`config.mk`:
```
export PLATFORM = sky130hd
export DESIGN_NAME = earliest_deadline_timer_scheduler
export DESIGN_NICKNAME = d
export VERILOG_FILES = /design/src/edts_pkg.sv /design/src/earliest_deadline_timer_scheduler.sv /design/src/edts_sub.sv /design/src/edts_slots.sv
export VERILOG_INCLUDE_DIRS = /design/src /design/src/src
export SDC_FILE = /design/constraint.sdc
export NUM_CORES = 1
export LEC_CHECK = 0
export BUFFER_PORTS_ARGS = -buffer_cell sky130_fd_sc_hd__buf_2
export CORE_ASPECT_RATIO = 0.6
export CORE_MARGIN = 5
export CORE_UTILIZATION = 38
export CTS_CLUSTER_SIZE = 40
export DETAILED_ROUTE_END_ITERATION = 12
export PLACE_DENSITY = 0.51
export SKIP_CTS_REPAIR_TIMING = 1
export SLEW_MARGIN = 20
export SYNTH_ARGS = -nofsm -noshare
export SYNTH_HDL_FRONTEND = slang
export SYNTH_HIERARCHICAL = 1
export SYNTH_SLANG_ARGS = --single-unit
export TNS_END_PERCENT = 10
```
`constraint.sdc`:
```
create_clock -name clk -period 8.2 [get_ports clk]
set_input_delay 1.64 -clock clk [delete_from_list [all_inputs] [get_ports clk]]
set_output_delay 1.64 -clock clk [all_outputs]
set_load 0.02 [all_outputs]
```
`src/earliest_deadline_timer_scheduler_defines.svh`:
```
// Assertion macros for the earliest deadline timer scheduler.
// Each macro expects clk and rst in scope.
`ifndef EARLIEST_DEADLINE_TIMER_SCHEDULER_DEFINES_SVH
`define EARLIEST_DEADLINE_TIMER_SCHEDULER_DEFINES_SVH

`ifndef SYNTHESIS
`define EDTS_ASSERT_IMP(label, ante, cons) \
  label: assert property (@(posedge clk) disable iff (rst) (ante) |-> (cons)) \
    else $error("assertion failed");
`define EDTS_ASSERT_NEXT(label, ante, cons) \
  label: assert property (@(posedge clk) disable iff (rst) (ante) |=> (cons)) \
    else $error("assertion failed");
`else
`define EDTS_ASSERT_IMP(label, ante, cons)
`define EDTS_ASSERT_NEXT(label, ante, cons)
`endif

`endif

```
`src/edts_pkg.sv`:
```
package edts_pkg;

  localparam int MAX_SLOTS = 16;
  localparam int IDX_W     = (MAX_SLOTS > 1) ? $clog2(MAX_SLOTS) : 1;
  localparam int CNT_W     = $clog2(MAX_SLOTS + 1);
  localparam int TIME_W    = 32;
  localparam int HANDLE_W  = 8;

  typedef logic [IDX_W-1:0]    idx_t;
  typedef logic [CNT_W-1:0]    cnt_t;
  typedef logic [TIME_W-1:0]   time_t;
  typedef logic [HANDLE_W-1:0] handle_t;

  typedef enum logic [1:0] {
    OP_ADD      = 2'd0,
    OP_REMOVE   = 2'd1,
    OP_ARM      = 2'd2,
    OP_DISPATCH = 2'd3
  } op_t;

  localparam logic KIND_FIRED  = 1'b0;
  localparam logic KIND_STATUS = 1'b1;

  typedef enum logic [3:0] {
    S_IDLE,
    S_FIND,
    S_APPLY,
    S_MOVE,
    S_DUE,
    S_SCHED,
    S_SCAN,
    S_CLAMP,
    S_BUMP,
    S_STATUS
  } state_t;

  typedef struct packed {
    logic    handle_en;
    logic    deadline_en;
    logic    active_en;
    idx_t    idx;
    handle_t handle;
    time_t   deadline;
    logic    active;
    logic    clr_en;
    idx_t    clr_idx;
  } tbl_wr_t;

  typedef struct packed {
    handle_t handle;
    time_t   deadline;
    logic    active;
  } slot_t;

  typedef struct packed {
    time_t diff;
    logic  neg;
    logic  zero;
  } sub_res_t;

endpackage

```
`src/earliest_deadline_timer_scheduler.sv`:
```
// Arm, add, remove and dispatch each step through the table entries, and each can stall on out_ready.
// Throughput: one request at a time; a single shared 32-bit subtractor and one
// table read port are stepped once per slot for the search, due scan and minimum scan.
// Reset: synchronous; clears the entry count, active bits, interrupt enable and
// output valid directly, with no clearing pass.
`include "earliest_deadline_timer_scheduler_defines.svh"

module earliest_deadline_timer_scheduler (
  input  logic                    clk,
  input  logic                    rst,
  input  logic                    in_valid,
  output logic                    in_ready,
  input  logic [1:0]              operation,
  input  edts_pkg::handle_t       event_id,
  input  edts_pkg::time_t         now,
  input  edts_pkg::time_t         deadline,
  input  logic                    active,
  output logic                    out_valid,
  input  logic                    out_ready,
  output logic                    kind,
  output edts_pkg::handle_t       fired_id,
  output edts_pkg::time_t         compare_value,
  output logic                    compare_written,
  output logic                    irq_enabled,
  output logic                    last
);
  import edts_pkg::*;

  state_t  state, state_next;
  op_t     op, op_next;
  handle_t id, id_next;
  time_t   now_r, now_r_next;
  time_t   dl_r, dl_r_next;
  logic    act_r, act_r_next;
  cnt_t    ix, ix_next;
  cnt_t    count, count_next;
  logic    irq_on, irq_on_next;
  logic    found, found_next;
  idx_t    fidx, fidx_next;
  logic    have_best, have_best_next;
  idx_t    best_idx, best_idx_next;
  time_t   best_dl, best_dl_next;
  time_t   cmp_r, cmp_r_next;
  logic    wr_r, wr_r_next;

  logic    out_valid_next;
  logic    kind_next;
  handle_t fired_id_next;
  time_t   compare_value_next;
  logic    compare_written_next;
  logic    irq_enabled_next;
  logic    last_next;

  logic     out_free;
  tbl_wr_t  tbl_wr;
  slot_t    rd;
  time_t    sub_a, sub_b;
  sub_res_t sub;
  cnt_t     last_ix;

  edts_slots u_slots (
    .clk    (clk),
    .rst    (rst),
    .rd_idx (ix[IDX_W-1:0]),
    .wr     (tbl_wr),
    .rd     (rd)
  );

  edts_sub u_sub (
    .a   (sub_a),
    .b   (sub_b),
    .res (sub)
  );

  assign out_free = !out_valid || out_ready;
  assign in_ready = (state == S_IDLE);
  assign last_ix  = count - cnt_t'(1);

  always_ff @(posedge clk) begin
    if (rst) begin
      state     <= S_IDLE;
      count     <= '0;
      irq_on    <= 1'b0;
      out_valid <= 1'b0;
    end else begin
      state     <= state_next;
      count     <= count_next;
      irq_on    <= irq_on_next;
      out_valid <= out_valid_next;
    end
  end

  always_ff @(posedge clk) begin
    op              <= op_next;
    id              <= id_next;
    now_r           <= now_r_next;
    dl_r            <= dl_r_next;
    act_r           <= act_r_next;
    ix              <= ix_next;
    found           <= found_next;
    fidx            <= fidx_next;
    have_best       <= have_best_next;
    best_idx        <= best_idx_next;
    best_dl         <= best_dl_next;
    cmp_r           <= cmp_r_next;
    wr_r            <= wr_r_next;
    kind            <= kind_next;
    fired_id        <= fired_id_next;
    compare_value   <= compare_value_next;
    compare_written <= compare_written_next;
    irq_enabled     <= irq_enabled_next;
    last            <= last_next;
  end

  always_comb begin
    state_next           = state;
    op_next              = op;
    id_next              = id;
    now_r_next           = now_r;
    dl_r_next            = dl_r;
    act_r_next           = act_r;
    ix_next              = ix;
    count_next           = count;
    irq_on_next          = irq_on;
    found_next           = found;
    fidx_next            = fidx;
    have_best_next       = have_best;
    best_idx_next        = best_idx;
    best_dl_next         = best_dl;
    cmp_r_next           = cmp_r;
    wr_r_next            = wr_r;
    out_valid_next       = out_valid && !out_ready;
    kind_next            = kind;
    fired_id_next        = fired_id;
    compare_value_next   = compare_value;
    compare_written_next = compare_written;
    irq_enabled_next     = irq_enabled;
    last_next            = last;
    tbl_wr               = '0;
    sub_a                = now_r;
    sub_b                = rd.deadline;

    unique case (state)
      S_IDLE: begin
        if (in_valid) begin
          op_next        = op_t'(operation);
          id_next        = event_id;
          now_r_next     = now;
          dl_r_next      = deadline;
          act_r_next     = active;
          ix_next        = '0;
          found_next     = 1'b0;
          have_best_next = 1'b0;
          cmp_r_next     = '0;
          wr_r_next      = 1'b0;
          if (op_t'(operation) == OP_ADD) begin
            irq_on_next = 1'b1;
          end
          state_next = (op_t'(operation) == OP_DISPATCH) ? S_DUE : S_FIND;
        end
      end

      S_FIND: begin
        if (ix == count) begin
          state_next = S_APPLY;
        end else if (rd.handle == id) begin
          found_next = 1'b1;
          fidx_next  = ix[IDX_W-1:0];
          state_next = S_APPLY;
        end else begin
          ix_next = ix + cnt_t'(1);
        end
      end

      S_APPLY: begin
        unique case (op)
          OP_ADD: begin
            if (!found && count < cnt_t'(MAX_SLOTS)) begin
              tbl_wr.handle_en   = 1'b1;
              tbl_wr.deadline_en = 1'b1;
              tbl_wr.active_en   = 1'b1;
              tbl_wr.idx         = count[IDX_W-1:0];
              tbl_wr.handle      = id;
              tbl_wr.deadline    = '0;
              tbl_wr.active      = 1'b0;
              count_next         = count + cnt_t'(1);
              state_next         = S_SCHED;
            end else begin
              state_next = S_STATUS;
            end
          end
          OP_REMOVE: begin
            if (found) begin
              ix_next    = last_ix;
              state_next = S_MOVE;
            end else begin
              state_next = S_SCHED;
            end
          end
          OP_ARM: begin
            if (found) begin
              tbl_wr.deadline_en = 1'b1;
              tbl_wr.active_en   = 1'b1;
              tbl_wr.idx         = fidx;
              tbl_wr.deadline    = dl_r;
              tbl_wr.active      = act_r;
            end
            state_next = S_STATUS;
          end
          default: begin
            state_next = S_STATUS;
          end
        endcase
      end

      S_MOVE: begin
        tbl_wr.handle_en   = 1'b1;
        tbl_wr.deadline_en = 1'b1;
        tbl_wr.active_en   = 1'b1;
        tbl_wr.idx         = fidx;
        tbl_wr.handle      = rd.handle;
        tbl_wr.deadline    = rd.deadline;
        tbl_wr.active      = rd.active;
        tbl_wr.clr_en      = 1'b1;
        tbl_wr.clr_idx     = ix[IDX_W-1:0];
        count_next         = last_ix;
        state_next         = S_SCHED;
      end

      S_DUE: begin
        sub_a = now_r;
        sub_b = rd.deadline;
        if (ix == count) begin
          state_next = S_SCHED;
        end else if (rd.active && !sub.neg) begin
          if (out_free) begin
            out_valid_next       = 1'b1;
            kind_next            = KIND_FIRED;
            fired_id_next        = rd.handle;
            compare_value_next   = '0;
            compare_written_next = 1'b0;
            irq_enabled_next     = irq_on;
            last_next            = 1'b0;
            ix_next              = ix + cnt_t'(1);
          end
        end else begin
          ix_next = ix + cnt_t'(1);
        end
      end

      S_SCHED: begin
        ix_next        = '0;
        have_best_next = 1'b0;
        if (count == '0) begin
          irq_on_next = 1'b0;
          state_next  = S_STATUS;
        end else begin
          state_next = S_SCAN;
        end
      end

      S_SCAN: begin
        sub_a = rd.deadline;
        sub_b = best_dl;
        if (ix == count) begin
          state_next = have_best ? S_CLAMP : S_STATUS;
        end else begin
          if (rd.active && (!have_best || sub.neg)) begin
            have_best_next = 1'b1;
            best_idx_next  = ix[IDX_W-1:0];
            best_dl_next   = rd.deadline;
          end
          ix_next = ix + cnt_t'(1);
        end
      end

      S_CLAMP: begin
        sub_a = best_dl;
        sub_b = now_r;
        if (sub.zero || sub.neg) begin
          state_next = S_BUMP;
        end else begin
          cmp_r_next = best_dl;
          wr_r_next  = 1'b1;
          state_next = S_STATUS;
        end
      end

      S_BUMP: begin
        // now - (-1) gives now + 1
        sub_a              = now_r;
        sub_b              = '1;
        tbl_wr.deadline_en = 1'b1;
        tbl_wr.idx         = best_idx;
        tbl_wr.deadline    = sub.diff;
        cmp_r_next         = sub.diff;
        wr_r_next          = 1'b1;
        state_next         = S_STATUS;
      end

      S_STATUS: begin
        if (out_free) begin
          out_valid_next       = 1'b1;
          kind_next            = KIND_STATUS;
          fired_id_next        = '0;
          compare_value_next   = wr_r ? cmp_r : '0;
          compare_written_next = wr_r;
          irq_enabled_next     = irq_on;
          last_next            = 1'b1;
          state_next           = S_IDLE;
        end
      end

      default: begin
        state_next = S_IDLE;
      end
    endcase
  end

  `EDTS_ASSERT_IMP(a_count_bound, 1'b1, count <= cnt_t'(MAX_SLOTS))
  `EDTS_ASSERT_IMP(a_irq_when_filled, count != '0, irq_on)
  `EDTS_ASSERT_NEXT(a_busy_after_accept, in_valid && in_ready, !in_ready)
  `EDTS_ASSERT_IMP(a_fired_no_compare, out_valid && !last,
                   !compare_written && compare_value == '0 && kind == KIND_FIRED)

endmodule

```
`src/edts_sub.sv`:
```
module edts_sub (
  input  edts_pkg::time_t    a,
  input  edts_pkg::time_t    b,
  output edts_pkg::sub_res_t res
);
  import edts_pkg::*;

  time_t diff;

  assign diff     = a - b;
  assign res.diff = diff;
  assign res.neg  = diff[TIME_W-1];
  assign res.zero = (diff == '0);

endmodule

```
`src/edts_slots.sv`:
```
module edts_slots (
  input  logic              clk,
  input  logic              rst,
  input  edts_pkg::idx_t    rd_idx,
  input  edts_pkg::tbl_wr_t wr,
  output edts_pkg::slot_t   rd
);
  import edts_pkg::*;

  handle_t              handle_mem   [MAX_SLOTS];
  time_t                deadline_mem [MAX_SLOTS];
  logic [MAX_SLOTS-1:0] active_bits, active_bits_next;

  always_ff @(posedge clk) begin
    if (wr.handle_en) begin
      handle_mem[wr.idx] <= wr.handle;
    end
    if (wr.deadline_en) begin
      deadline_mem[wr.idx] <= wr.deadline;
    end
  end

  // clear of the vacated slot wins over the move into it
  always_comb begin
    active_bits_next = active_bits;
    if (wr.active_en) begin
      active_bits_next[wr.idx] = wr.active;
    end
    if (wr.clr_en) begin
      active_bits_next[wr.clr_idx] = 1'b0;
    end
  end

  always_ff @(posedge clk) begin
    if (rst) begin
      active_bits <= '0;
    end else begin
      active_bits <= active_bits_next;
    end
  end

  assign rd.handle   = handle_mem[rd_idx];
  assign rd.deadline = deadline_mem[rd_idx];
  assign rd.active   = active_bits[rd_idx];

endmodule
```
## Word-level counts from Yosys, hierarchy flattened

Memories as Yosys holds them, arrays and structs flattened. A register that Yosys moved wholly into a read port is not among the register bits.
Index checks and enable logic that the tools add are counted.

| word-level totals | value |
|---|---|
| bits in registers | 225 |
| memory bits (writable) | 640 |
| memories kept | 2 |

| cells by class | value |
|---|---|
| $add $sub $neg | 4 |
| magnitude comparators | 6 |
| equal/unequal tests | 35 |
| mux-type cells | 101 |
| bitwise logic cells | 3 |
| reduce and logical (&&, ||, !) cells | 39 |

Memories:

| memory | words | bits a word | rd ports | clocked after Yosys merged registers in | wr ports | line | source |
|---|---|---|---|---|---|---|---|
| u_slots.deadline_mem | 16 | 32 | 1 | 1 | 1 | edts_slots.sv:11 | `time_t deadline_mem [MAX_SLOTS];` |
| u_slots.handle_mem | 16 | 8 | 1 | 1 | 1 | edts_slots.sv:10 | `handle_t handle_mem [MAX_SLOTS];` |

Operators by type and width:

| cell | count |
|---|---|
| 32-bit one-hot mux with 3 select lines | 3 |
| 32-bit 2-to-1 mux | 7 |
| 32-bit one-hot mux with 2 select lines | 2 |
| 33-bit one-hot mux with 2 select lines | 1 |
| 5-bit 2-to-1 mux | 12 |
| 48-bit 2-to-1 mux | 1 |
| 4-bit 2-to-1 mux | 11 |
| 8-bit 2-to-1 mux | 5 |
| 4-bit one-hot mux with 10 select lines | 1 |
| 33-bit 2-to-1 mux | 1 |
| 32-bit zero test | 1 |
| 16-bit 2-to-1 mux | 2 |
| 2-bit inequality test, second input constant | 16 |
| 8-bit one-hot mux with 2 select lines | 2 |
| 32-bit subtractor | 1 |
| 5-bit one-hot mux with 6 select lines | 1 |
| 1-bit 2-to-1 mux | 29 |
| 1-bit one-hot mux with 2 select lines | 10 |
| 16-bit bitwise AND | 1 |
| 16-bit bitwise mux | 1 |
| 4-bit by 3-bit equality test with 1-bit output, second input constant | 4 |
| 16-bit inverter | 1 |
| 4-bit by 5-bit less-than comparator with 1-bit output, second input constant | 3 |
| 3-bit AND reduction | 5 |
| 37 further kinds | 67 |

## Logic depth before layout (Yosys ltp)

| depth | value |
|---|---|
| depth after elaboration | 13 |
| mapped depth | 24 |
| depth with buffers taken out | 22 |

## Hierarchy

Netlist, hierarchy kept.

By module, submodules not included:

| module | times used | cells each | area each (sq um) | sequential area each (sq um) |
|---|---|---|---|---|
| edts_slots | 1 | 1128 | 25070.3 | 19538.7 |
| earliest_deadline_timer_scheduler | 1 | 800 | 9655.5 | 6165.9 |
| edts_sub | 1 | 273 | 1863.0 | 0.0 |

## Worst setup path after synthesis

OpenSTA, ideal clock, no wires.

| timing path | value |
|---|---|
| kind | register -> register |
| from | register ix[0] |
| to | register compare_value[0], enable pin |
| arrival | 7.213 ns |
| data required time | 7.686 ns |
| path slack | 0.473 ns |
| stages on the path, launching flop included | 21 |
| cells stage by stage | edfxtp_1 > buf_2 > buf_4 > mux4_2 > a22oi_1 > nand2_1 > a22oi_1 > nand2_1 > ha_1 > clkbuf_1 > nand4_1 > or3_1 > nor2_1 > o2bb2ai_1 > a21oi_1 > o21ai_1 > a21o_1 > a21oi_1 > xnor2_1 > nand3b_1 > a222oi_1 |

| between the ends | value |
|---|---|
| cells in the longest elaborated chain, start to end | 5 |

Ends and longest elaborated chain:

| element | line | source |
|---|---|---|
| start, declared | earliest_deadline_timer_scheduler.sv:35 | `cnt_t ix, ix_next;` |
| start signal, assigned | earliest_deadline_timer_scheduler.sv:99 | `ix <= ix_next;` |
| 1-bit binary-select mux with 4-bit select | edts_slots.sv:44 | `assign rd.active = active_bits[rd_idx];` |
| 1-bit 2-to-1 mux (implied by the code) | edts_slots.sv:44 |  |
| 1-bit logical AND | earliest_deadline_timer_scheduler.sv:235 | `end else if (rd.active && !sub.neg) begin` |
| 2-bit inequality test (no source line) | n/a |  |
| 5-bit AND reduction (no source line) (*) | n/a |  |
| end signal, assigned | earliest_deadline_timer_scheduler.sv:109 | `compare_value <= compare_value_next;` |
| end, declared | earliest_deadline_timer_scheduler.sv:22 | `output edts_pkg::time_t compare_value,` |

Mark *: on every way between the ends. The rest lies on a longest branch, timed or not. The select of a mux whose other input is x is not followed.
A chain may end at the register's enable or synchronous reset.

==> results_dict.tcl <==
set metrics [dict create \
    ys_seq_area_frac 0.703 \
    grt_max_degree 93 \
    gp_routability_congestion 0.849 \
    synthArstFlopShare 0 \
    rsz0062_at_grt "false" \
    grt_pass1_vias 20422 \
    fill_cells 8396 \
    cts_tree "built" \
    vdd_drop_max_v 0.000256 \
    fmax_ghz 0.145 \
    criticalPathCategory "register to register" \
    post-route-period-util 0.843 \
    synth_cell_types 77 \
    yosysWarnings 6 \
    critPathLaunchType "register" \
    insertion_delay_ns 0.68 \
    hold_viol_final 0 \
    rows 88 \
    tightest_slew_ns 1.10 \
    setup-tns-final_ns 0 \
    via_per_inst 5.85 \
    antenna_found_initial 9 \
    arrival_ns 7.20 \
    drive_gt1_frac 0.225 \
    cap_violations 0 \
    routedWlPerCell_um 27.9 \
    finalNetCount 2445 \
    p_per_area_nw_per_um2 388 \
    grt_pass1_wl_um 146000 \
    finClkSkew_ns 0.0344 \
    grt.total_usage 0.195 \
    slew_violations 0 \
    cts-buffers-inserted 84 \
    wl_um 102000 \
    post-place-ws_ns 1.45 \
    area.sequential_um2 25700 \
    syn-instance-count 2201 \
    ys.flop_type "edfxtp_1" \
    io_buffers 124 \
    synth-edff-count 838 \
    synthToLayoutAreaGrowth_pct 13.7 \
    syn_area_um2 36600 \
    crit_fanout 52 \
    dieHeight_um 250 \
    power.total_mw 16.1 \
    period_minus_slack_ns 6.91 \
    ios 125 \
    finalSetupViolCount 0 \
    p_leak_nw 14.5 \
    vias 21453 \
    synth_area_per_cell_um2 16.6 \
    multi_input_area_um2 10000 \
    slew_headroom 0.261 \
    htree_levels 3 \
    initial_utilization 0.382 \
    drtIter0Drc 2706 \
    postSynthNetCount 2315 \
    die_w_um 411 \
    final.setup.worst_slack_ns 1.29 \
    fp.coreArea_um2 95800 \
    cp.required_ns 8.49 \
    dpl.hpwl_um 63800 \
    first_pass_iters 7 \
    ant_nets 0 \
    fp.dieArea_um2 103000 \
    cts_root_buf "clkbuf_16" \
    synth_seq_cells 865 \
    status "finished, final reports clean" \
    cp-end-kind "register" \
    cts.sinks 865 \
    clk_pin_slew_ns 0.06 \
    hold_path.class "register to register" \
    grt_overflow_total 0 \
    drc_errors 0 \
    clock_path_buffers 3 \
]
==> critical path, cell delays in order (launching register included) <==
cell	delay (ns)
edfxtp_1	1.01
buf_12	0.38
mux4_2	0.38
a22oi_1	0.26
nand2_1	0.24
a222oi_1	0.36
inv_1	0.08
ha_1	0.36
nand2b_1	0.12
a21oi_1	0.11
o211ai_1	0.44
a21oi_1	0.18
a221o_1	0.40
a31o_1	0.27
a31o_1	0.22
a21oi_2	0.15
xnor2_1	0.14
a222oi_1	0.83
inv_1	0.47
==> per-layer routing <==
layer | vias up | track usage | share of wire
li1 | 9146 | - | -
met1 | 11243 | 0.314 | 0.48
met2 | 954 | 0.257 | 0.40
met3 | 110 | 0.0589 | 0.10
met4 | 0 | 0.0390 | 0.016
met5 | - | 0 | 0
==> stage by stage <==
step / hold slack, ns / cell area [µm²] / instances / util
2_1_floorplan: 0.409 / 36600 / 2201 / -
3_3_place_gp: 0.433 / 38800 / 3499 / 0.405
3_5_place_dp: 0.441 / 38800 / 3500 / 0.405
4_1_cts: 0.456 / 41600 / 3657 / 0.434
5_1_grt: 0.465 / 41600 / 3666 / 0.434
6_report: 0.454 / 41600 / 3666 / 0.434
==> cell usage in the layout (no fill, tap or decap), types with 22 or more instances in the layout <==
cell / n
edfxtp_1: 838
nand2_1: 178
mux4_2: 164
a22oi_1: 149
buf_2: 124
inv_1: 93
clkbuf_16: 88
and3_1: 58
o21ai_0: 47
nor2_1: 47
a222oi_1: 46
buf_4: 42
a21oi_1: 34
ha_1: 34
clkinv_2: 29
xor2_1: 28
dfxtp_1: 27
xnor2_1: 22
a31oi_1: 22
==> area by class of cell <==
type,instances,area share
Timing Repair Buffer,181,0.0282
Tap cell,1260,0.0379
Inverter,94,0.00851
Antenna cell,4,0.000241
Clock buffer,103,0.0545
Clock inverter,54,0.0121
Sequential cell,865,0.618
Multi-Input combinational cell,1105,0.241
==> sequential cells by signal (all words and copies together) (netlist names), 2 cells and up <==
signal / cells
op: 2
dl_r: 32
id: 8
now_r: 32
best_dl: 32
fired_id: 8
state: 4
count: 5
best_idx: 4
ix: 5
fidx: 4
u_slots/active_bits: 16
compare_value: 32
u_slots/handle_mem: 128
cmp_r: 32
u_slots/deadline_mem: 512
==> power by group <==
part / leakage, nW / total (mW) / switching (mW) / internal (mW)
clock: 1.38 / 3.93 / 1.70 / 2.23
sequential: 7.95 / 5.63 / 0.198 / 5.43
combinational: 5.19 / 6.57 / 4.36 / 2.21
==> cell usage after synthesis, types with 19 or more instances <==
cell type  number  share of area
mux4_2        164           0.10
inv_1          94         0.0096
a21oi_1        34         0.0047
a222oi_1       46          0.013
a31oi_1        22         0.0038
edfxtp_1      838           0.69
xnor2_1        22         0.0053
buf_4          20         0.0041
clkbuf_1       83         0.0085
a22oi_1       149          0.031
dfxtp_1        27          0.015
xor2_1         28         0.0067
o21ai_0        48         0.0066
and3_1         74          0.013
nor3_1         19         0.0026
nor4_1         21         0.0036
ha_1           34          0.012
nand2_1       179          0.018
nor2_1         58         0.0060
==> cell families after synthesis <==
logic type / Yosys count / synth area share
AND/OR/NAND/NOR: 467 / 0.0673
XOR/XNOR: 50 / 0.0120
adder cells (fa/ha/maj): 35 / 0.0122
multiplexers: 167 / 0.102
flip-flops: 865 / 0.703
buffers and inverters: 231 / 0.0266
AO/OA/AOI/OAI: 386 / 0.0776
==> path summary, 6_finish.rpt <==
kind / depth (start not counted) / start / endpoint / slack (ns)
max: 18 / ix[1] / u_slots/deadline_mem[10][30] / 1.29
min: 0 / irq_on / irq_enabled / 0.45
max reg2reg: 18 / ix[1] / u_slots/deadline_mem[10][30] / 1.29
min reg2reg: 0 / irq_on / irq_enabled / 0.45
Note: power is estimated with default switching activity, not from simulation.
